--- src/rtl/ra_mutex_pkg.sv ---
// ----------------------------------------------------------------------------
// ra_mutex_pkg
// Shared types and codes for the mutual exclusion node: action and message
// codes, node modes, register indexes and the result record.
// ----------------------------------------------------------------------------
`timescale 1ns / 1ps

package ra_mutex_pkg;

   // node table size and field widths
   localparam int MAX_NODES = 16;
   localparam int NODE_W    = $clog2(MAX_NODES);
   localparam int CNT_W     = $clog2(MAX_NODES + 1);
   localparam int TS_W      = 32;
   localparam int RES_W     = 8;
   localparam int CSR_IDX_W = 1;
   localparam int CSR_DAT_W = CNT_W;

   // input actions
   localparam logic [1:0] ACT_RECV_REQ = 2'd0;
   localparam logic [1:0] ACT_RECV_ACK = 2'd1;
   localparam logic [1:0] ACT_REQUEST  = 2'd2;
   localparam logic [1:0] ACT_RELEASE  = 2'd3;

   // node modes
   localparam logic [1:0] MODE_REST    = 2'd0;
   localparam logic [1:0] MODE_WAIT    = 2'd1;
   localparam logic [1:0] MODE_SECTION = 2'd2;

   // message kinds
   localparam logic KIND_REQ = 1'b0;
   localparam logic KIND_ACK = 1'b1;

   // register indexes
   localparam logic [CSR_IDX_W-1:0] CSR_MY_NODE    = 1'b0;
   localparam logic [CSR_IDX_W-1:0] CSR_NODE_COUNT = 1'b1;

   // one result item
   typedef struct packed {
      logic             send_valid;
      logic             send_kind;
      logic [NODE_W-1:0] dest_node;
      logic [RES_W-1:0] send_resource;
      logic [TS_W-1:0]  send_timestamp;
      logic [1:0]       node_state;
      logic             last;
   } rsp_item_type;

   // result push from the controller to the output register
   typedef struct packed {
      logic         valid;
      rsp_item_type item;
   } rsp_push_type;

   // stamp memory command
   typedef struct packed {
      logic              rd_en;
      logic              wr_en;
      logic [NODE_W-1:0] addr;
      logic [TS_W-1:0]   wdata;
   } ram_cmd_type;

endpackage

--- src/rtl/ra_mutex_req_if.sv ---
// ----------------------------------------------------------------------------
// ra_mutex_req_if
// Input channel: one action with its message fields per transfer.
// ----------------------------------------------------------------------------
`timescale 1ns / 1ps

interface ra_mutex_req_if
   import ra_mutex_pkg::*;
   ();
   logic             valid;
   logic             ready;
   logic [1:0]       action;
   logic [TS_W-1:0]  msg_timestamp;
   logic [NODE_W-1:0] sender;
   logic [RES_W-1:0] resource;

   modport source (output valid, action, msg_timestamp, sender, resource, input ready);
   modport sink   (input valid, action, msg_timestamp, sender, resource, output ready);
endinterface

--- src/rtl/ra_mutex_rsp_if.sv ---
// ----------------------------------------------------------------------------
// ra_mutex_rsp_if
// Result channel: one outgoing message slot per transfer.
// ----------------------------------------------------------------------------
`timescale 1ns / 1ps

interface ra_mutex_rsp_if
   import ra_mutex_pkg::*;
   ();
   logic             valid;
   logic             ready;
   logic             send_valid;
   logic             send_kind;
   logic [NODE_W-1:0] dest_node;
   logic [RES_W-1:0] send_resource;
   logic [TS_W-1:0]  send_timestamp;
   logic [1:0]       node_state;
   logic             last;

   modport source (output valid, send_valid, send_kind, dest_node, send_resource,
                   send_timestamp, node_state, last, input ready);
   modport sink   (input valid, send_valid, send_kind, dest_node, send_resource,
                   send_timestamp, node_state, last, output ready);
endinterface

--- src/rtl/ra_mutex_csr_if.sv ---
// ----------------------------------------------------------------------------
// ra_mutex_csr_if
// Configuration write channel: register index and write data.
// ----------------------------------------------------------------------------
`timescale 1ns / 1ps

interface ra_mutex_csr_if
   import ra_mutex_pkg::*;
   ();
   logic                 valid;
   logic                 ready;
   logic [CSR_IDX_W-1:0] index;
   logic [CSR_DAT_W-1:0] wdata;

   modport source (output valid, index, wdata, input ready);
   modport sink   (input valid, index, wdata, output ready);
endinterface

--- src/rtl/ra_mutex_stamp_ram.sv ---
// ----------------------------------------------------------------------------
// ra_mutex_stamp_ram
// Single-port stamp memory, one entry per node, registered read data.
// ----------------------------------------------------------------------------
`timescale 1ns / 1ps

module ra_mutex_stamp_ram
   import ra_mutex_pkg::*;
(
   input  logic            clock,
   input  ram_cmd_type     cmd,
   output logic [TS_W-1:0] rdata
);

   logic [TS_W-1:0] mem [MAX_NODES];
   logic [TS_W-1:0] rdata_ff;

   // write port
   always_ff @(posedge clock) begin
      if (cmd.wr_en) begin
         mem[cmd.addr] <= cmd.wdata;
      end
   end

   // registered read, held between reads
   always_ff @(posedge clock) begin
      if (cmd.rd_en) begin
         rdata_ff <= mem[cmd.addr];
      end
   end

   assign rdata = rdata_ff;

endmodule

--- src/rtl/ra_mutex_out_reg.sv ---
// ----------------------------------------------------------------------------
// ra_mutex_out_reg
// Output register of the result channel; takes a new result when empty or in
// the cycle the held one transfers.
// ----------------------------------------------------------------------------
`timescale 1ns / 1ps

module ra_mutex_out_reg
   import ra_mutex_pkg::*;
(
   input  logic           clock,
   input  logic           reset,
   input  rsp_push_type   push,
   output logic           free,
   ra_mutex_rsp_if.source rsp_ch
);

   logic         valid_ff;
   logic         valid_in;
   rsp_item_type item_ff;

   assign free = !valid_ff || rsp_ch.ready;

   // hold until transfer, reload on push
   always_comb begin
      valid_in = valid_ff;
      if (push.valid) begin
         valid_in = 1'b1;
      end else if (rsp_ch.ready) begin
         valid_in = 1'b0;
      end
   end

   always_ff @(posedge clock) begin
      if (reset) begin
         valid_ff <= 1'b0;
      end else begin
         valid_ff <= valid_in;
      end
   end

   always_ff @(posedge clock) begin
      if (push.valid) begin
         item_ff <= push.item;
      end
   end

   assign rsp_ch.valid          = valid_ff;
   assign rsp_ch.send_valid     = item_ff.send_valid;
   assign rsp_ch.send_kind      = item_ff.send_kind;
   assign rsp_ch.dest_node      = item_ff.dest_node;
   assign rsp_ch.send_resource  = item_ff.send_resource;
   assign rsp_ch.send_timestamp = item_ff.send_timestamp;
   assign rsp_ch.node_state     = item_ff.node_state;
   assign rsp_ch.last           = item_ff.last;

endmodule

--- src/rtl/ra_mutex_ctrl.sv ---
// ----------------------------------------------------------------------------
// ra_mutex_ctrl
// Protocol sequencer: Lamport clock, node mode, ack and deferral marks, and
// the walk over peers that sends REQ or deferred ACK messages.
// ----------------------------------------------------------------------------
`timescale 1ns / 1ps

module ra_mutex_ctrl
   import ra_mutex_pkg::*;
(
   input  logic            clock,
   input  logic            reset,
   ra_mutex_req_if.sink    req_ch,
   ra_mutex_csr_if.sink    csr_ch,
   output ram_cmd_type     ram_cmd,
   input  logic [TS_W-1:0] ram_rdata,
   input  logic            out_free,
   output rsp_push_type    push
);

   localparam logic [1:0] ST_IDLE  = 2'd0;
   localparam logic [1:0] ST_JUDGE = 2'd1;
   localparam logic [1:0] ST_EMPTY = 2'd2;
   localparam logic [1:0] ST_SCAN  = 2'd3;

   logic [1:0]          state_ff,     state_in;
   logic [TS_W-1:0]     clk_ff,       clk_in;
   logic [1:0]          mode_ff,      mode_in;
   logic [RES_W-1:0]    held_ff,      held_in;
   logic [CNT_W-1:0]    ack_cnt_ff,   ack_cnt_in;
   logic [MAX_NODES-1:0] ack_seen_ff, ack_seen_in;
   logic [MAX_NODES-1:0] deferred_ff, deferred_in;
   logic [MAX_NODES-1:0] stamp_vld_ff, stamp_vld_in;
   logic [MAX_NODES-1:0] mask_ff,     mask_in;
   logic                kind_ff,      kind_in;
   logic [RES_W-1:0]    res_ff,       res_in;
   logic [TS_W-1:0]     ts_ff,        ts_in;
   logic [NODE_W-1:0]   snd_ff,       snd_in;
   logic [NODE_W-1:0]   my_node_ff,   my_node_in;
   logic [CNT_W-1:0]    node_count_ff, node_count_in;

   logic [CNT_W-1:0]     eff_n;
   logic [CNT_W-1:0]     need;
   logic [MAX_NODES-1:0] peer_mask;
   logic [TS_W-1:0]      clk_seen;
   logic [TS_W-1:0]      clk_inc;
   logic [MAX_NODES-1:0] low_bit;
   logic [NODE_W-1:0]    low_idx;
   logic                 scan_last;
   logic [TS_W-1:0]      mine;
   logic                 answer;
   logic                 ack_new;
   logic [CNT_W-1:0]     ack_cnt_next;
   logic                 accept;

   // effective node count and peer set
   always_comb begin
      if (node_count_ff == '0) begin
         eff_n = CNT_W'(1);
      end else if (node_count_ff > CNT_W'(MAX_NODES)) begin
         eff_n = CNT_W'(MAX_NODES);
      end else begin
         eff_n = node_count_ff;
      end
      need = eff_n - CNT_W'(1);
      for (int i = 0; i < MAX_NODES; i++) begin
         if (NODE_W'(i) == my_node_ff) begin
            peer_mask[i] = 1'b0;
         end else if (CNT_W'(my_node_ff) < eff_n) begin
            peer_mask[i] = CNT_W'(i) < eff_n;
         end else begin
            peer_mask[i] = CNT_W'(i) < need;
         end
      end
   end

   // clock update for received messages and plain increment
   assign clk_seen = ((clk_ff > req_ch.msg_timestamp) ? clk_ff : req_ch.msg_timestamp)
                     + TS_W'(1);
   assign clk_inc  = clk_ff + TS_W'(1);

   // lowest pending node of the walk
   always_comb begin
      low_bit = mask_ff & (~mask_ff + MAX_NODES'(1));
      low_idx = '0;
      for (int i = 0; i < MAX_NODES; i++) begin
         if (low_bit[i]) begin
            low_idx = NODE_W'(i);
         end
      end
      scan_last = (mask_ff & ~low_bit) == '0;
   end

   // priority of a competing request; an entry not written since the
   // last request reads as zero
   always_comb begin
      mine = stamp_vld_ff[snd_ff] ? ram_rdata : '0;
      if (!peer_mask[snd_ff] || mode_ff == MODE_REST) begin
         answer = 1'b1;
      end else if (held_ff != res_ff) begin
         answer = 1'b1;
      end else if (mode_ff == MODE_WAIT) begin
         answer = (ts_ff < mine) || (ts_ff == mine && snd_ff < my_node_ff);
      end else begin
         answer = 1'b0;
      end
   end

   // ack counting
   assign ack_new      = peer_mask[req_ch.sender] && !ack_seen_ff[req_ch.sender];
   assign ack_cnt_next = ack_cnt_ff + CNT_W'(ack_new);

   assign req_ch.ready = (state_ff == ST_IDLE);
   assign csr_ch.ready = 1'b1;
   assign accept       = req_ch.valid && req_ch.ready;

   // sequencer
   always_comb begin
      state_in      = state_ff;
      clk_in        = clk_ff;
      mode_in       = mode_ff;
      held_in       = held_ff;
      ack_cnt_in    = ack_cnt_ff;
      ack_seen_in   = ack_seen_ff;
      deferred_in   = deferred_ff;
      stamp_vld_in  = stamp_vld_ff;
      mask_in       = mask_ff;
      kind_in       = kind_ff;
      res_in        = res_ff;
      ts_in         = ts_ff;
      snd_in        = snd_ff;
      my_node_in    = my_node_ff;
      node_count_in = node_count_ff;
      ram_cmd       = '0;
      push          = '0;

      // configuration transfer
      if (csr_ch.valid) begin
         unique case (csr_ch.index)
            CSR_MY_NODE:    my_node_in    = csr_ch.wdata[NODE_W-1:0];
            CSR_NODE_COUNT: node_count_in = csr_ch.wdata;
            default: ;
         endcase
      end

      unique case (state_ff)
         ST_IDLE: begin
            if (accept) begin
               ts_in  = req_ch.msg_timestamp;
               snd_in = req_ch.sender;
               res_in = req_ch.resource;
               unique case (req_ch.action)
                  ACT_RECV_REQ: begin
                     clk_in        = clk_seen;
                     ram_cmd.rd_en = 1'b1;
                     ram_cmd.addr  = req_ch.sender;
                     state_in      = ST_JUDGE;
                  end
                  ACT_RECV_ACK: begin
                     clk_in     = clk_seen;
                     ack_cnt_in = ack_cnt_next;
                     if (ack_new) begin
                        ack_seen_in[req_ch.sender] = 1'b1;
                     end
                     if (mode_ff == MODE_WAIT && ack_cnt_next >= need) begin
                        mode_in = MODE_SECTION;
                     end
                     state_in = ST_EMPTY;
                  end
                  ACT_REQUEST: begin
                     if (mode_ff == MODE_REST) begin
                        ack_cnt_in   = '0;
                        ack_seen_in  = '0;
                        deferred_in  = '0;
                        stamp_vld_in = '0;
                        held_in      = req_ch.resource;
                        clk_in       = clk_inc;
                        mode_in      = (need == '0) ? MODE_SECTION : MODE_WAIT;
                        mask_in      = peer_mask;
                        kind_in      = KIND_REQ;
                        state_in     = (peer_mask == '0) ? ST_EMPTY : ST_SCAN;
                     end else begin
                        state_in = ST_EMPTY;
                     end
                  end
                  ACT_RELEASE: begin
                     if (mode_ff == MODE_SECTION) begin
                        mask_in     = deferred_ff;
                        kind_in     = KIND_ACK;
                        res_in      = held_ff;
                        deferred_in = '0;
                        held_in     = '0;
                        mode_in     = MODE_REST;
                        state_in    = (deferred_ff == '0) ? ST_EMPTY : ST_SCAN;
                     end else begin
                        state_in = ST_EMPTY;
                     end
                  end
                  default: ;
               endcase
            end
         end

         ST_JUDGE: begin
            if (out_free) begin
               push.valid           = 1'b1;
               push.item.node_state = mode_ff;
               push.item.last       = 1'b1;
               if (answer) begin
                  clk_in                   = clk_inc;
                  push.item.send_valid     = 1'b1;
                  push.item.send_kind      = KIND_ACK;
                  push.item.dest_node      = snd_ff;
                  push.item.send_resource  = res_ff;
                  push.item.send_timestamp = clk_inc;
               end else begin
                  deferred_in[snd_ff] = 1'b1;
               end
               state_in = ST_IDLE;
            end
         end

         ST_EMPTY: begin
            if (out_free) begin
               push.valid           = 1'b1;
               push.item.node_state = mode_ff;
               push.item.last       = 1'b1;
               state_in             = ST_IDLE;
            end
         end

         ST_SCAN: begin
            if (out_free) begin
               clk_in                   = clk_inc;
               push.valid               = 1'b1;
               push.item.send_valid     = 1'b1;
               push.item.send_kind      = kind_ff;
               push.item.dest_node      = low_idx;
               push.item.send_resource  = res_ff;
               push.item.send_timestamp = clk_inc;
               push.item.node_state     = mode_ff;
               push.item.last           = scan_last;
               mask_in                  = mask_ff & ~low_bit;
               // a request stamps each peer as it goes out
               if (kind_ff == KIND_REQ) begin
                  ram_cmd.wr_en          = 1'b1;
                  ram_cmd.addr           = low_idx;
                  ram_cmd.wdata          = clk_inc;
                  stamp_vld_in[low_idx]  = 1'b1;
               end
               if (scan_last) begin
                  state_in = ST_IDLE;
               end
            end
         end

         default: state_in = ST_IDLE;
      endcase
   end

   // control and protocol state
   always_ff @(posedge clock) begin
      if (reset) begin
         state_ff      <= ST_IDLE;
         clk_ff        <= '0;
         mode_ff       <= MODE_REST;
         held_ff       <= '0;
         ack_cnt_ff    <= '0;
         ack_seen_ff   <= '0;
         deferred_ff   <= '0;
         stamp_vld_ff  <= '0;
         mask_ff       <= '0;
         my_node_ff    <= '0;
         node_count_ff <= CNT_W'(2);
      end else begin
         state_ff      <= state_in;
         clk_ff        <= clk_in;
         mode_ff       <= mode_in;
         held_ff       <= held_in;
         ack_cnt_ff    <= ack_cnt_in;
         ack_seen_ff   <= ack_seen_in;
         deferred_ff   <= deferred_in;
         stamp_vld_ff  <= stamp_vld_in;
         mask_ff       <= mask_in;
         my_node_ff    <= my_node_in;
         node_count_ff <= node_count_in;
      end
   end

   // item payload
   always_ff @(posedge clock) begin
      kind_ff <= kind_in;
      res_ff  <= res_in;
      ts_ff   <= ts_in;
      snd_ff  <= snd_in;
   end

endmodule

--- src/rtl/ricart_agrawala_mutex_node.sv ---
// Every action gives its first result through the sequencer (which also covers
// the stamp read for a received REQ) and then the output register; a request or
// release then sends one message a cycle while the output register is free, as
// the walk takes one peer at a time over the single-port stamp memory; the node
// takes no new action until the walk is done.
// Synchronous active-high reset clears clock, mode, marks and registers
// (my_node 0, node_count 2); the stamp memory needs no clear.
// ----------------------------------------------------------------------------
// ricart_agrawala_mutex_node
// One Ricart-Agrawala mutual exclusion node with a wrapping Lamport clock;
// request stamps live in a synchronous memory.
// ----------------------------------------------------------------------------
`timescale 1ns / 1ps

module ricart_agrawala_mutex_node
   import ra_mutex_pkg::*;
(
   input  logic           clock,
   input  logic           reset,
   ra_mutex_req_if.sink   req_ch,
   ra_mutex_rsp_if.source rsp_ch,
   ra_mutex_csr_if.sink   csr_ch
);

   ram_cmd_type     ram_cmd;
   logic [TS_W-1:0] ram_rdata;
   rsp_push_type    push;
   logic            out_free;

   // protocol sequencer
   ra_mutex_ctrl u_ctrl (
      .clock     (clock),
      .reset     (reset),
      .req_ch    (req_ch),
      .csr_ch    (csr_ch),
      .ram_cmd   (ram_cmd),
      .ram_rdata (ram_rdata),
      .out_free  (out_free),
      .push      (push)
   );

   // request stamps
   ra_mutex_stamp_ram u_stamp_ram (
      .clock (clock),
      .cmd   (ram_cmd),
      .rdata (ram_rdata)
   );

   // result register
   ra_mutex_out_reg u_out_reg (
      .clock  (clock),
      .reset  (reset),
      .push   (push),
      .free   (out_free),
      .rsp_ch (rsp_ch)
   );

endmodule

--- src/flat_wrapper.sv ---
// flat-port wrapper written by rule: the top's interface ports become plain ports
module ricart_agrawala_mutex_node_flat import ra_mutex_pkg::*;
  (clock, reset, req_ch_valid, req_ch_action, req_ch_msg_timestamp, req_ch_sender, req_ch_resource, req_ch_ready, rsp_ch_valid, rsp_ch_send_valid, rsp_ch_send_kind, rsp_ch_dest_node, rsp_ch_send_resource, rsp_ch_send_timestamp, rsp_ch_node_state, rsp_ch_last, rsp_ch_ready, csr_ch_valid, csr_ch_index, csr_ch_wdata, csr_ch_ready);
  ra_mutex_req_if req_ch_i ();
  ra_mutex_rsp_if rsp_ch_i ();
  ra_mutex_csr_if csr_ch_i ();
  input  logic clock;
  input  logic reset;
  input wire logic [$bits(req_ch_i.valid)-1:0] req_ch_valid;
  input wire logic [$bits(req_ch_i.action)-1:0] req_ch_action;
  input wire logic [$bits(req_ch_i.msg_timestamp)-1:0] req_ch_msg_timestamp;
  input wire logic [$bits(req_ch_i.sender)-1:0] req_ch_sender;
  input wire logic [$bits(req_ch_i.resource)-1:0] req_ch_resource;
  output wire logic [$bits(req_ch_i.ready)-1:0] req_ch_ready;
  output wire logic [$bits(rsp_ch_i.valid)-1:0] rsp_ch_valid;
  output wire logic [$bits(rsp_ch_i.send_valid)-1:0] rsp_ch_send_valid;
  output wire logic [$bits(rsp_ch_i.send_kind)-1:0] rsp_ch_send_kind;
  output wire logic [$bits(rsp_ch_i.dest_node)-1:0] rsp_ch_dest_node;
  output wire logic [$bits(rsp_ch_i.send_resource)-1:0] rsp_ch_send_resource;
  output wire logic [$bits(rsp_ch_i.send_timestamp)-1:0] rsp_ch_send_timestamp;
  output wire logic [$bits(rsp_ch_i.node_state)-1:0] rsp_ch_node_state;
  output wire logic [$bits(rsp_ch_i.last)-1:0] rsp_ch_last;
  input wire logic [$bits(rsp_ch_i.ready)-1:0] rsp_ch_ready;
  input wire logic [$bits(csr_ch_i.valid)-1:0] csr_ch_valid;
  input wire logic [$bits(csr_ch_i.index)-1:0] csr_ch_index;
  input wire logic [$bits(csr_ch_i.wdata)-1:0] csr_ch_wdata;
  output wire logic [$bits(csr_ch_i.ready)-1:0] csr_ch_ready;
  assign req_ch_i.valid = req_ch_valid;
  assign req_ch_i.action = req_ch_action;
  assign req_ch_i.msg_timestamp = req_ch_msg_timestamp;
  assign req_ch_i.sender = req_ch_sender;
  assign req_ch_i.resource = req_ch_resource;
  assign req_ch_ready = req_ch_i.ready;
  assign rsp_ch_valid = rsp_ch_i.valid;
  assign rsp_ch_send_valid = rsp_ch_i.send_valid;
  assign rsp_ch_send_kind = rsp_ch_i.send_kind;
  assign rsp_ch_dest_node = rsp_ch_i.dest_node;
  assign rsp_ch_send_resource = rsp_ch_i.send_resource;
  assign rsp_ch_send_timestamp = rsp_ch_i.send_timestamp;
  assign rsp_ch_node_state = rsp_ch_i.node_state;
  assign rsp_ch_last = rsp_ch_i.last;
  assign rsp_ch_i.ready = rsp_ch_ready;
  assign csr_ch_i.valid = csr_ch_valid;
  assign csr_ch_i.index = csr_ch_index;
  assign csr_ch_i.wdata = csr_ch_wdata;
  assign csr_ch_ready = csr_ch_i.ready;
  ricart_agrawala_mutex_node u_core (.clock(clock), .reset(reset), .req_ch(req_ch_i), .rsp_ch(rsp_ch_i), .csr_ch(csr_ch_i));
endmodule
--- config.mk ---
export PLATFORM = sky130hd
export DESIGN_NAME = ricart_agrawala_mutex_node_flat
export DESIGN_NICKNAME = d
export VERILOG_FILES = /design/src/rtl/ra_mutex_pkg.sv /design/src/rtl/ra_mutex_req_if.sv /design/src/rtl/ra_mutex_rsp_if.sv /design/src/rtl/ra_mutex_csr_if.sv /design/src/rtl/ra_mutex_stamp_ram.sv /design/src/rtl/ra_mutex_out_reg.sv /design/src/rtl/ra_mutex_ctrl.sv /design/src/rtl/ricart_agrawala_mutex_node.sv /design/src/flat_wrapper.sv
export SDC_FILE = /design/constraint.sdc
export NUM_CORES = 1
export LEC_CHECK = 0
export BUFFER_PORTS_ARGS = -buffer_cell sky130_fd_sc_hd__buf_4
export CAP_MARGIN = 20
export CORE_ASPECT_RATIO = 1.5
export CORE_MARGIN = 3
export CORE_UTILIZATION = 50
export CTS_CLUSTER_SIZE = 20
export DETAILED_ROUTE_END_ITERATION = 7
export PLACE_DENSITY_LB_ADDON = 0.1
export SLEW_MARGIN = 40
export SYNTH_ARGS = -nofsm -noshare
export SYNTH_HDL_FRONTEND = slang
export SYNTH_HIERARCHICAL = 1
export SYNTH_SLANG_ARGS = --single-unit
--- constraint.sdc ---
create_clock -name clock -period 11.4 [get_ports clock]
set_input_delay 0.57 -clock clock [delete_from_list [all_inputs] [get_ports clock]]
set_output_delay 0.57 -clock clock [all_outputs]
set_load 0.1 [all_outputs]
---- After elaboration in Yosys (flattened, before gate mapping) ----
Memory sizes are Yosys's and may differ from the RTL's. A register that Yosys moved wholly into a read port is not among the register bits.
Index checks and enable logic that the tools add are counted.
word-level totals
  latch bits .............................. 0
  RAM bits ................................ 512
  memories kept ........................... 1
  bits in read-only memories .............. 0
  output and inout bits ................... 52
  bits in registers ....................... 217
  input bits .............................. 57
  word-level logic and storage cells ...... 309
memories
  memory                  depth  bits a word  read ports  clocked after Yosys merged registers in  wr ports  RTL line                  text
  u_core.u_stamp_ram.mem  16     32           1           1                                        1         ra_mutex_stamp_ram.sv:15  logic [TS_W-1:0] mem [MAX_NODES];
operators by class
  $lt $le $gt $ge ......................... 44
  divide/modulo/power cells ............... 0
  multiplexer cells ....................... 142
  bitwise logic cells ..................... 8
  shift-type cells ........................ 0
  add/subtract/negate cells ............... 5
  reduce and logical (&&, ||, !) cells .... 43
  multiply operators ...................... 0
  eq/ne operators ......................... 43
operators with widths
  cell                                                                          count
  32-bit two-way mux                                                            8
  16-bit two-way mux                                                            14
  16-bit one-hot mux with 2 select lines                                        6
  50-bit two-way mux                                                            2
  32-bit one-hot mux with 3 select lines                                        1
  46-bit one-hot mux with 2 select lines                                        1
  4-bit by 5-bit less-than comparator with 1-bit output (first input constant)  16
  37-bit two-way mux                                                            2
  32-bit by 1-bit adder with 32-bit output (second input constant)              2
  4-bit two-way mux                                                             16
  32-bit one-hot mux with 2 select lines                                        1
  1-bit two-way mux                                                             58
  16-bit zero test                                                              3
  16-bit bitwise OR                                                             3
  46-bit two-way mux                                                            1
  3-bit by 5-bit less-than comparator with 1-bit output (first input constant)  8
  16-bit bitwise AND                                                            2
  32-bit equality test                                                          1
  4-bit equality test (first input constant)                                    8
  32-bit greater-than comparator                                                1
  32-bit less-than comparator                                                   1
  8-bit two-way mux                                                             4
  16-bit inverter                                                               2
  1-bit by 5-bit less-than comparator with 1-bit output (first input constant)  4
  other kinds (49)                                                              120

---- Depth between registers and ports, before layout ----
Gate-level depths: netlist of run 1.
  depth in word-level cells ............... 26
  depth in mapped cells ................... 28
  depth with buffers taken out ............ 26

---- Cells and area by module ----
Netlist of run 1, hierarchy kept.
modules (own cells, without submodules)
  module              area an instance (µm²)  cells each  seq. area each (µm²)  times used
  ra_mutex_stamp_ram  20,183.1                840         16,335.7              1
  ra_mutex_ctrl       13,416.6                1,746       3,793.6               1
  ra_mutex_out_reg    1,517.7                 53          1,491.4               1

---- Worst setup path before layout of run 1 ----
OpenSTA, ideal clock, no wires.
  path type ............................... register to register
  start point ............................. reg u_core.u_ctrl.state_ff[0]
  end point ............................... mem u_core.u_stamp_ram.mem[12][0] (enable)
  path slack .............................. 2,047 ps
  library setup time ...................... 461 ps
  clock period less this slack ............ 9,353 ps
  arrival ................................. 8,893 ps
  buffers on the path ..................... 2
  required time ........................... 10,939 ps
  stages on the path, launching flop included .. 11
  cells stage by stage .................... dfxtp_1 -> inv_1 -> ha_1 -> buf_2 -> and2_1 -> clkbuf_1 -> nor3b_1 -> a22oi_1 -> nor2_1 -> nand3_1 -> nor3_1
RTL lines
  item                    RTL line                  text
  from (decl)             ra_mutex_ctrl.sv:26       logic [1:0] state_ff, state_in;
  from (signal assigned)  ra_mutex_ctrl.sv:276      state_ff <= state_in;
  to (decl)               ra_mutex_stamp_ram.sv:15

---- Worst setup path after layout of run 1 ----
  start point ............................. reg u_core.u_ctrl.node_count_ff[3]
  end point ............................... reg u_core.u_ctrl.mode_ff[1]
between the ends
  word-level cells in the longest chain between the ends .. 15
  elaborated cells between the ends (all ways) .. 82
  those cells by class .................... 2 x add/sub; 35 x order compare; 1 x eq/ne; 39 x mux; 5 x reduce/logical
RTL lines
  item                                                                           RTL line              text
  from (decl)                                                                    ra_mutex_ctrl.sv:40   logic [CNT_W-1:0] node_count_ff, node_count_in;
  from (signal assigned)                                                         ra_mutex_ctrl.sv:286  node_count_ff <= node_count_in;
  5-bit greater-than comparator                                                  ra_mutex_ctrl.sv:60   end else if (node_count_ff > CNT_W'(MAX_NODES)) begin
  5-bit two-way mux                                                              ra_mutex_ctrl.sv:60
  5-bit two-way mux *                                                            ra_mutex_ctrl.sv:58   if (node_count_ff == '0) begin
  5-bit by 1-bit subtractor with 5-bit output                                    ra_mutex_ctrl.sv:65   need = eff_n - CNT_W'(1);
  1-bit by 5-bit less-than comparator with 1-bit output (tied with other cells)  ra_mutex_ctrl.sv:72   peer_mask[i] = CNT_W'(i) < need;
  1-bit two-way mux                                                              ra_mutex_ctrl.sv:69   end else if (CNT_W'(my_node_ff) < eff_n) begin
  1-bit two-way mux                                                              ra_mutex_ctrl.sv:67   if (NODE_W'(i) == my_node_ff) begin
  1-bit binary-select mux with 4-bit select                                      ra_mutex_ctrl.sv:110  assign ack_new = peer_mask[req_ch.sender] && !ack_seen_ff[req_ch.sender];
  1-bit two-way mux (implied by the code)                                        ra_mutex_ctrl.sv:110
  1-bit logical AND                                                              ra_mutex_ctrl.sv:110
  5-bit by 1-bit adder with 5-bit output                                         ra_mutex_ctrl.sv:111  assign ack_cnt_next = ack_cnt_ff + CNT_W'(ack_new);
  5-bit greater-or-equal comparator                                              ra_mutex_ctrl.sv:165  if (mode_ff == MODE_WAIT && ack_cnt_next >= need) begin
  1-bit logical AND                                                              ra_mutex_ctrl.sv:165
  2-bit != test (no line)                                                        --
  6-bit AND reduction (no line)                                                  --
  to (signal assigned)                                                           ra_mutex_ctrl.sv:278  mode_ff <= mode_in;
  to (decl)                                                                      ra_mutex_ctrl.sv:28   logic [1:0] mode_ff, mode_in;
Every way passes the cells marked *; elsewhere a longest branch is shown, timed or not. The select of a mux whose other input is x is not followed.
A chain may end at the register's enable or synchronous reset.

==> results of run 1 <==
## through the flow
stage,util [%],power (uW)
CTS,56.77,7551
detailed placement,53.43,5171
floorplan,-,4555
global route,56.94,7806
global placement,53.30,5146
finish,56.95,7528
## registers in the layout, indices dropped and copies added, names as in the netlist, 2 cells and up
| register | cells |
|---|---|
| u_core/u_ctrl/ts_ff | 32 |
| u_core/u_out_reg/rsp_ch.node_state | 2 |
| u_core/u_out_reg/rsp_ch.dest_node | 4 |
| u_core/u_stamp_ram/mem | 512 |
| u_core/u_ctrl/stamp_vld_ff | 16 |
| u_core/u_out_reg/rsp_ch.send_resource | 8 |
| u_core/u_ctrl/node_count_ff | 5 |
| u_core/u_ctrl/clk_ff | 32 |
| u_core/u_ctrl/mode_ff | 2 |
| u_core/u_ctrl/mask_ff | 16 |
| u_core/u_ctrl/ack_seen_ff | 16 |
| u_core/u_ctrl/held_ff | 8 |
| u_core/u_ctrl/my_node_ff | 4 |
| u_core/u_stamp_ram/rdata | 32 |
| u_core/u_ctrl/res_ff | 8 |
| u_core/u_out_reg/rsp_ch.send_timestamp | 32 |
| u_core/u_ctrl/snd_ff | 4 |
| u_core/u_ctrl/state_ff | 2 |
| u_core/u_ctrl/deferred_ff | 16 |
| u_core/u_ctrl/ack_cnt_ff | 5 |
## path summary, 6_finish.rpt
| check | endpoint | slack, ns |
|---|---|---|
| worst max-delay path | u_core/u_ctrl/mode_ff[1] | 4.88 |
| worst min-delay path | u_core/u_ctrl/ts_ff[14] | 0.14 |
| worst max register to register | u_core/u_ctrl/mode_ff[1] | 4.88 |
| worst min register to register | u_core/u_ctrl/ack_seen_ff[0] | 0.45 |
## cells by family (layout without fill, tap and decap cells)
logic type | after synthesis | after routing | share of synthesized area [%]
AOI/OAI and AO/OA | 488 | 488 | 9.759
buffers and inverters | 234 | 370 | 2.865
adders and majority gates | 89 | 89 | 3.142
and+or+nand+nor | 828 | 828 | 11.21
xor gates and xnor gates | 83 | 83 | 2.070
DFF | 761 | 761 | 61.57
muxes | 155 | 155 | 9.381
other | 1 | 3 | 0.01068
## layer usage
layer,vias up,global-route usage (%),wire length [um]
li1,10330,-,-
met1,12030,33.83,39230
met2,961,49.28,53370
met3,259,4.069,6168
met4,2,12.70,4614
met5,-,0,13
## where the power goes
group / internal (uW) / switching [uW]
clock: 1310 / 1060
combinational: 522 / 1290
sequential: 3170 / 176
## cells in the mapped netlist (16+ instances only)
library cell | instances | share of area, %
nand2b_1 | 24 | 0.43
a21oi_1 | 99 | 1.4
o31ai_1 | 25 | 0.53
o21ai_0 | 63 | 0.90
dfxtp_1 | 123 | 7.0
clkbuf_1 | 109 | 1.2
a22oi_1 | 97 | 2.1
a31oi_1 | 19 | 0.34
nor2_1 | 228 | 2.4
nor2b_1 | 16 | 0.29
nor3_1 | 47 | 0.67
nand4_1 | 34 | 0.61
and2_1 | 25 | 0.45
inv_1 | 72 | 0.77
ha_1 | 85 | 3.0
mux4_2 | 139 | 8.9
nand3_1 | 75 | 1.1
edfxtp_1 | 638 | 55
nor4_1 | 38 | 0.68
o21a_1 | 19 | 0.41
nand2_1 | 265 | 2.8
xnor2_1 | 69 | 1.7
buf_2 | 27 | 0.38
a211oi_1 | 20 | 0.43
## final cells by class
cell class,count,share of cell area (%)
sequential,761,54.83
clock buffer,83,4.756
clock inverter,50,1.107
multi-input combinational,1644,32.51
antenna,2,0.01269
timing repair buffer,158,3.173
inverter,79,0.7520
tap,900,2.856
## worst max-delay path, cell delays in order, from the launching register on
cell and delay, ns:
dfxtp_1 0.68, inv_1 0.23, nor2_2 0.24, inv_2 0.06
ha_1 0.30, a21oi_1 0.23, nand2_1 0.14, nor2_1 0.65
o21ai_0 0.37, a2bb2oi_1 0.22, o32ai_1 0.33, a211o_1 0.22
nor3_1 0.07, nor2_1 0.30, ha_1 0.25, ha_1 0.26
ha_1 0.32, a21o_1 0.16, a21oi_1 0.20, nor3b_1 0.08
o311ai_0 0.37, a21oi_1 0.15, o21ai_0 0.26, mux2i_1 0.23
nor2_1 0.06
==> impl_metrics.env, run 1 <==
export IMPL_outcome="completed"
export IMPL_setup_worst_path_class="register to register"
export IMPL_clk_pin_slew_worst_paths_ns=0.07
export IMPL_slew_headroom_pct=42.75
export IMPL_final_report_hold_violation_count=0
export IMPL_ys_flop_type="edfxtp_1"
export IMPL_place_detailed_instances=3541
export IMPL_skew_ns=0.02505
export IMPL_post_route_drc_count=0
export IMPL_cp_data_required_time_ns=11.89
export IMPL_finalWorstSetupSlack_ns=4.884
export IMPL_leakage_uw=0.01393
export IMPL_worst_hold_path_num_cells=1
export IMPL_holdBufCountCts=0
export IMPL_async_reset_ff_share_pct=0
export IMPL_period_share_pct=57.16
export IMPL_final_area_um2=39430
export IMPL_flow_area_growth_from_synthesis_pct=12.29
export IMPL_chipWidth_um=222.4
export IMPL_placement_cell_area_um2=37000
export IMPL_netlist_area_um2=35120
export IMPL_layout_cells_most_common="edfxtp_1"
export IMPL_row_count=118
export IMPL_core_area_um2=69240
export IMPL_ctsHtreeMaxLevel=3
export IMPL_crit_path_max_fanout=13
export IMPL_pin_count_of_the_biggest_net_entering_global_routing=136
export IMPL_grt_ovfl_total=0
export IMPL_grtUsageTotal_pct=27.81
export IMPL_min_delay_path_class="input pin to register"
export IMPL_syn_mean_instance_area_um2=13.31
export IMPL_postCtsSetupRepairBufs=0
export IMPL_layout_common_cells="edfxtp_1 (638), nand2_1 (265), nor2_1 (180)"
export IMPL_critical_path_startpoint="u_core/u_ctrl/node_count_ff[3]"
export IMPL_count_of_non_filler_cells_in_the_finished_layout=3677
export IMPL_avgRoutedWirePerCell_um=28.12
export IMPL_starting_density_pct=50.72
export IMPL_post_route_cells_drive_above_1_share_pct=18.88
export IMPL_fin_crit_ns=6.516
export IMPL_ir_drop_mv=0.1953
export IMPL_die_h_um=330.6
export IMPL_detail_route_first_pass_iterations=7
export IMPL_critPathLaunchType="register"
export IMPL_tightest_slew_ns=0.8526
export IMPL_clk_tree_root_cell="clkbuf_16"
export IMPL_place_congestion=0.9438
export IMPL_clock_tree_from_tritoncts="built"
export IMPL_number_of_antenna_violations_at_the_first_check_in_global_routing=3
export IMPL_via_count_of_the_first_global_routing_pass=23680
export IMPL_power_density_nw_per_um2=190.9
export IMPL_place_detailed_hpwl_mm=66.99
export IMPL_io_buffer_count=107
export IMPL_route_detailed_vias_per_inst=6.413
export IMPL_worstReg2RegStart="u_core/u_ctrl/node_count_ff[3]"
export IMPL_fmaxAchievable_mhz=153.5
export IMPL_initialDrtViolationCount=2302
export IMPL_register_area_um2=21620
export IMPL_yosys_register_bits=761
export IMPL_fin_hold_ws_ns=0.1382
export IMPL_hold_path_startpoint="req_ch_msg_timestamp[14]"
export IMPL_synth_edf_count=638
export IMPL_routed_via_count=23580
export IMPL_multiInputGateArea_um2=12820
export IMPL_drv_cap=0
export IMPL_slew_viol_final=0
export IMPL_yosys_warnings=6
export IMPL_yosysSeqAreaShare_pct=61.57
export IMPL_drt_total_wl_mm=103.4
export IMPL_crit_path_end_kind="register"
export IMPL_grt_pass1_wl_mm=152.8
export IMPL_pre_cts_ws_ns=5.101
export IMPL_rsz0062_at_grt="no"
export IMPL_clk_insertion_delay_late_ns=0.64
export IMPL_synth_lib_cells_used_distinct=101
export IMPL_n_fill_cell=5549
export IMPL_r2r_cells=24
export IMPL_worst_path_arrival_time_ns=7.01
export IMPL_cts_repair_resized=0
export IMPL_syn_inst=2639
export IMPL_final_nets=2859
export IMPL_synth_nets=2781
export IMPL_detail_route_antenna_nets=0
export IMPL_fin_tns_setup_ns=0
export IMPL_setup_violating_endpoint_count_in_the_final_report=0
export IMPL_cts_root_to_sink_buffers=3
export IMPL_tritoncts_num_buffers=73
export IMPL_pin_count=109
export IMPL_cts_sinks=761
export IMPL_dieArea_um2=73520
Note: power is estimated with default switching activity, not from simulation.
==> inputs of run 2 (changes only) <==
--- a/config.mk
+++ b/config.mk
@@ -5,6 +5,7 @@
 export SDC_FILE = /design/constraint.sdc
 export NUM_CORES = 1
 export LEC_CHECK = 0
+export ABC_AREA = 1
 export BUFFER_PORTS_ARGS = -buffer_cell sky130_fd_sc_hd__buf_4
 export CAP_MARGIN = 20
 export CORE_ASPECT_RATIO = 1.5
==> constraint.sdc (replaced) <==
create_clock -name clock -period 6.5 [get_ports clock]
set_input_delay 0.325 -clock clock [delete_from_list [all_inputs] [get_ports clock]]
set_output_delay 0.325 -clock clock [all_outputs]
set_load 0.1 [all_outputs]
==> impl_metrics.env, run 2 <==
export IMPL_share_of_yosys_cell_area_claimed_by_the_top_area_cell_type_pct=51.29
export IMPL_routed_via_count=29250
export IMPL_layout_common_cells="nand2_1 (1941), edfxtp_1 (638), inv_1 (344)"
export IMPL_detail_route_antenna_nets=0
export IMPL_post_route_cells_drive_above_1_share_pct=8.753
export IMPL_slew_headroom_pct=38.96
export IMPL_number_of_antenna_violations_at_the_first_check_in_global_routing=1
export IMPL_pin_count=109
export IMPL_initialDrtViolationCount=2468
export IMPL_min_delay_path_class="input pin to register"
export IMPL_syn_inst=4285
export IMPL_worst_hold_path_num_cells=4
export IMPL_finalWorstSetupSlack_ns=1.194
export IMPL_pin_count_of_the_biggest_net_entering_global_routing=159
export IMPL_route_detailed_vias_per_inst=5.358
export IMPL_drv_cap=0
export IMPL_count_of_non_filler_cells_in_the_finished_layout=5459
export IMPL_commonest_cells_post_synth="nand2_1 (1941), edfxtp_1 (638), inv_1 (346), nor2_1 (284)"
export IMPL_largest_register_ffs=512
export IMPL_rsz0062_at_grt="no"
export IMPL_grtUsageTotal_pct=27.19
export IMPL_via_count_of_the_first_global_routing_pass=27720
export IMPL_grt_pass1_wl_mm=163.2
export IMPL_async_reset_ff_share_pct=0
export IMPL_yosys_register_bits=761
export IMPL_crit_path_end_kind="register"
export IMPL_period_share_pct=81.64
export IMPL_avgRoutedWirePerCell_um=19.73
export IMPL_cp_data_required_time_ns=6.87
export IMPL_critPathLaunchType="register"
export IMPL_post_synth_top_count_cell="nand2_1"
export IMPL_leakage_uw=0.01669
export IMPL_fin_tns_setup_ns=0
export IMPL_netlist_top_cells_area="edfxtp_1 (51%), nand2_1 (20%), dfxtp_1 (6.6%)"
export IMPL_pre_cts_ws_ns=1.174
export IMPL_place_detailed_hpwl_mm=69.97
export IMPL_core_area_um2=73880
export IMPL_starting_density_pct=50.56
export IMPL_cts_sinks=761
export IMPL_largest_register="u_core/u_stamp_ram/mem"
export IMPL_power_density_nw_per_um2=295.8
export IMPL_clk_insertion_delay_late_ns=0.65
export IMPL_hold_path_endpoint="u_core/u_out_reg/rsp_ch.valid"
export IMPL_place_congestion=0.9451
export IMPL_postLayoutCoreUtil_pct=57.12
export IMPL_setup_violating_endpoint_count_in_the_final_report=0
export IMPL_worstReg2RegStart="u_core/u_ctrl/snd_ff[1]"
export IMPL_yosys_warnings=6
export IMPL_ir_drop_mv=0.3332
export IMPL_reg2reg_slack_ns=1.19
export IMPL_dominant_cell_type_by_area_after_synthesis="edfxtp_1"
export IMPL_r2r_cells=21
export IMPL_grt_ovfl_total=0
export IMPL_netlist_area_um2=37350
export IMPL_syn_mean_instance_area_um2=8.718
export IMPL_die_h_um=340.8
export IMPL_yosysSeqAreaShare_pct=57.88
export IMPL_ys_flop_type="edfxtp_1"
export IMPL_tritoncts_num_buffers=75
export IMPL_cts_root_to_sink_buffers=3
export IMPL_io_buffer_count=107
export IMPL_fin_crit_ns=5.306
export IMPL_num_antenna_cells=0
export IMPL_clk_tree_root_cell="clkbuf_16"
export IMPL_row_count=122
export IMPL_worst_r2r_endpoint="u_core/u_out_reg/rsp_ch.send_timestamp[16]"
export IMPL_drt_total_wl_mm=107.7
export IMPL_final_report_hold_violation_count=0
export IMPL_clock_tree_from_tritoncts="built"
export IMPL_detail_route_first_pass_iterations=5
export IMPL_chipWidth_um=229.2
export IMPL_setup_worst_path_class="register to register"
export IMPL_layout_cells_most_common="nand2_1"
export IMPL_synth_edf_count=638
export IMPL_fmaxAchievable_mhz=188.5
export IMPL_skew_ns=0.02620
export IMPL_slew_viol_final=0
export IMPL_report_power_total_uw=12480
export IMPL_outcome="completed"
export IMPL_tightest_slew_ns=0.9124
export IMPL_post_route_drc_count=0
export IMPL_hold_path_startpoint="rsp_ch_ready"
export IMPL_worst_path_arrival_time_ns=5.68
export IMPL_n_fill_cell=6692
export IMPL_flow_area_growth_from_synthesis_pct=12.97
export IMPL_synth_lib_cells_used_distinct=54
export IMPL_clk_pin_slew_worst_paths_ns=0.06
export IMPL_crit_path_max_fanout=41
export IMPL_synth_nets=4427
export IMPL_place_detailed_instances=5273
export IMPL_dieArea_um2=78090
export IMPL_final_nets=4549
export IMPL_ctsHtreeMaxLevel=3
-- run 2: cell types whose count changed after synthesis, moves of 28 or more --
cell	delta
a21oi_1	+60
a22oi_1	-92
buf_2	+28
clkbuf_1	-58
inv_1	+274
mux4_2	-139
nand2_1	+1676
nand3_1	+84
nor2_1	+56
nor4_1	-28
o21ai_0	+41
xnor2_1	-64
-- run 2: final cells by class --
cell class | instances | area [um^2] | area share, %
Clock buffer | 91 | 2002 | 4.744
Clock inverter | 46 | 491.7 | 1.165
Inverter | 365 | 1380 | 3.270
Multi-Input combinational cell | 2995 | 13670 | 32.39
Sequential cell | 761 | 21620 | 51.23
Tap cell | 992 | 1241 | 2.941
Timing Repair Buffer | 209 | 1797 | 4.258
-- run 2: critical path, stage by stage (launching register included) --
cell and delay, ns:
edfxtp_1 0.44, inv_1 0.09, nor2_1 0.50, inv_1 0.21, o221ai_1 0.22, nand2_1 0.08, nand4_1 0.50, buf_4 0.37
nand2_1 0.08, ha_1 0.31, nand4_1 0.13, nor4_1 0.57, nand2_1 0.11, nand2_1 0.07, nand2_1 0.09, a21oi_1 0.15
nand2_1 0.08, nor2_2 0.16, nand2_2 0.12, a31oi_4 0.15, buf_4 0.43, nor2_1 0.13
-- run 2: kinds of logic after synthesis --
family                     Yosys count  share of synthesized area, %
xor gates and xnor gates            29                        0.7302
other                                1                       0.01004
DFF                                761                         57.88
and+or+nand+nor                   2507                         26.56
adders and majority gates           85                         2.847
AOI/OAI and AO/OA                  373                         5.677
buffers and inverters              529                         6.297
-- run 2: where the power goes --
| part | internal (uW) | switching [uW] |
|---|---|---|
| sequential | 5430 | 154 |
| clock | 2530 | 1910 |
| combinational | 651 | 1800 |
-- run 2: timing repair --
action                    in CTS  in global routing
hold endpoints to repair      61                  0
buffers inserted               0                  0
hold buffers                  49                  0
resized for setup              0                  0
-- run 2: layer usage --
metal | wire length (um) | global-route usage [%] | share of wire (%)
met1 | 43420 | 33.50 | 40
met2 | 54580 | 48.36 | 51
met3 | 5414 | 3.599 | 5.0
met4 | 4272 | 10.90 | 4.0
met5 | 13 | 0 | 0.012
-- run 2: worst max-delay path by stage --
stage	startpoint	to	slack, ns	cells past startpoint
final	u_core/u_ctrl/snd_ff[1]	u_core/u_out_reg/rsp_ch.send_timestamp[16]	1.19	21
after global routing	u_core/u_ctrl/snd_ff[1]	u_core/u_out_reg/rsp_ch.send_timestamp[19]	0.83	21
after CTS	u_core/u_ctrl/snd_ff[1]	u_core/u_out_reg/rsp_ch.send_timestamp[16]	1.15	20
after detailed placement	u_core/u_ctrl/snd_ff[1]	u_core/u_out_reg/rsp_ch.send_timestamp[16]	1.17	20
after global placement	u_core/u_ctrl/snd_ff[1]	u_core/u_out_reg/rsp_ch.send_timestamp[21]	1.30	20
after floorplan	u_core/u_ctrl/state_ff[0]	u_core/u_stamp_ram/mem[4][0]	0.66	11
-- run 2: metrics by stage --
step | hold slack, ns | instance area, um^2
finish | 0.09012 | 42200
global route | 0.1020 | 42200
CTS | 0.05731 | 42170
detailed placement | 0.4504 | 39190
global placement | 0.4462 | 39030
floorplan | 0.3874 | 37350
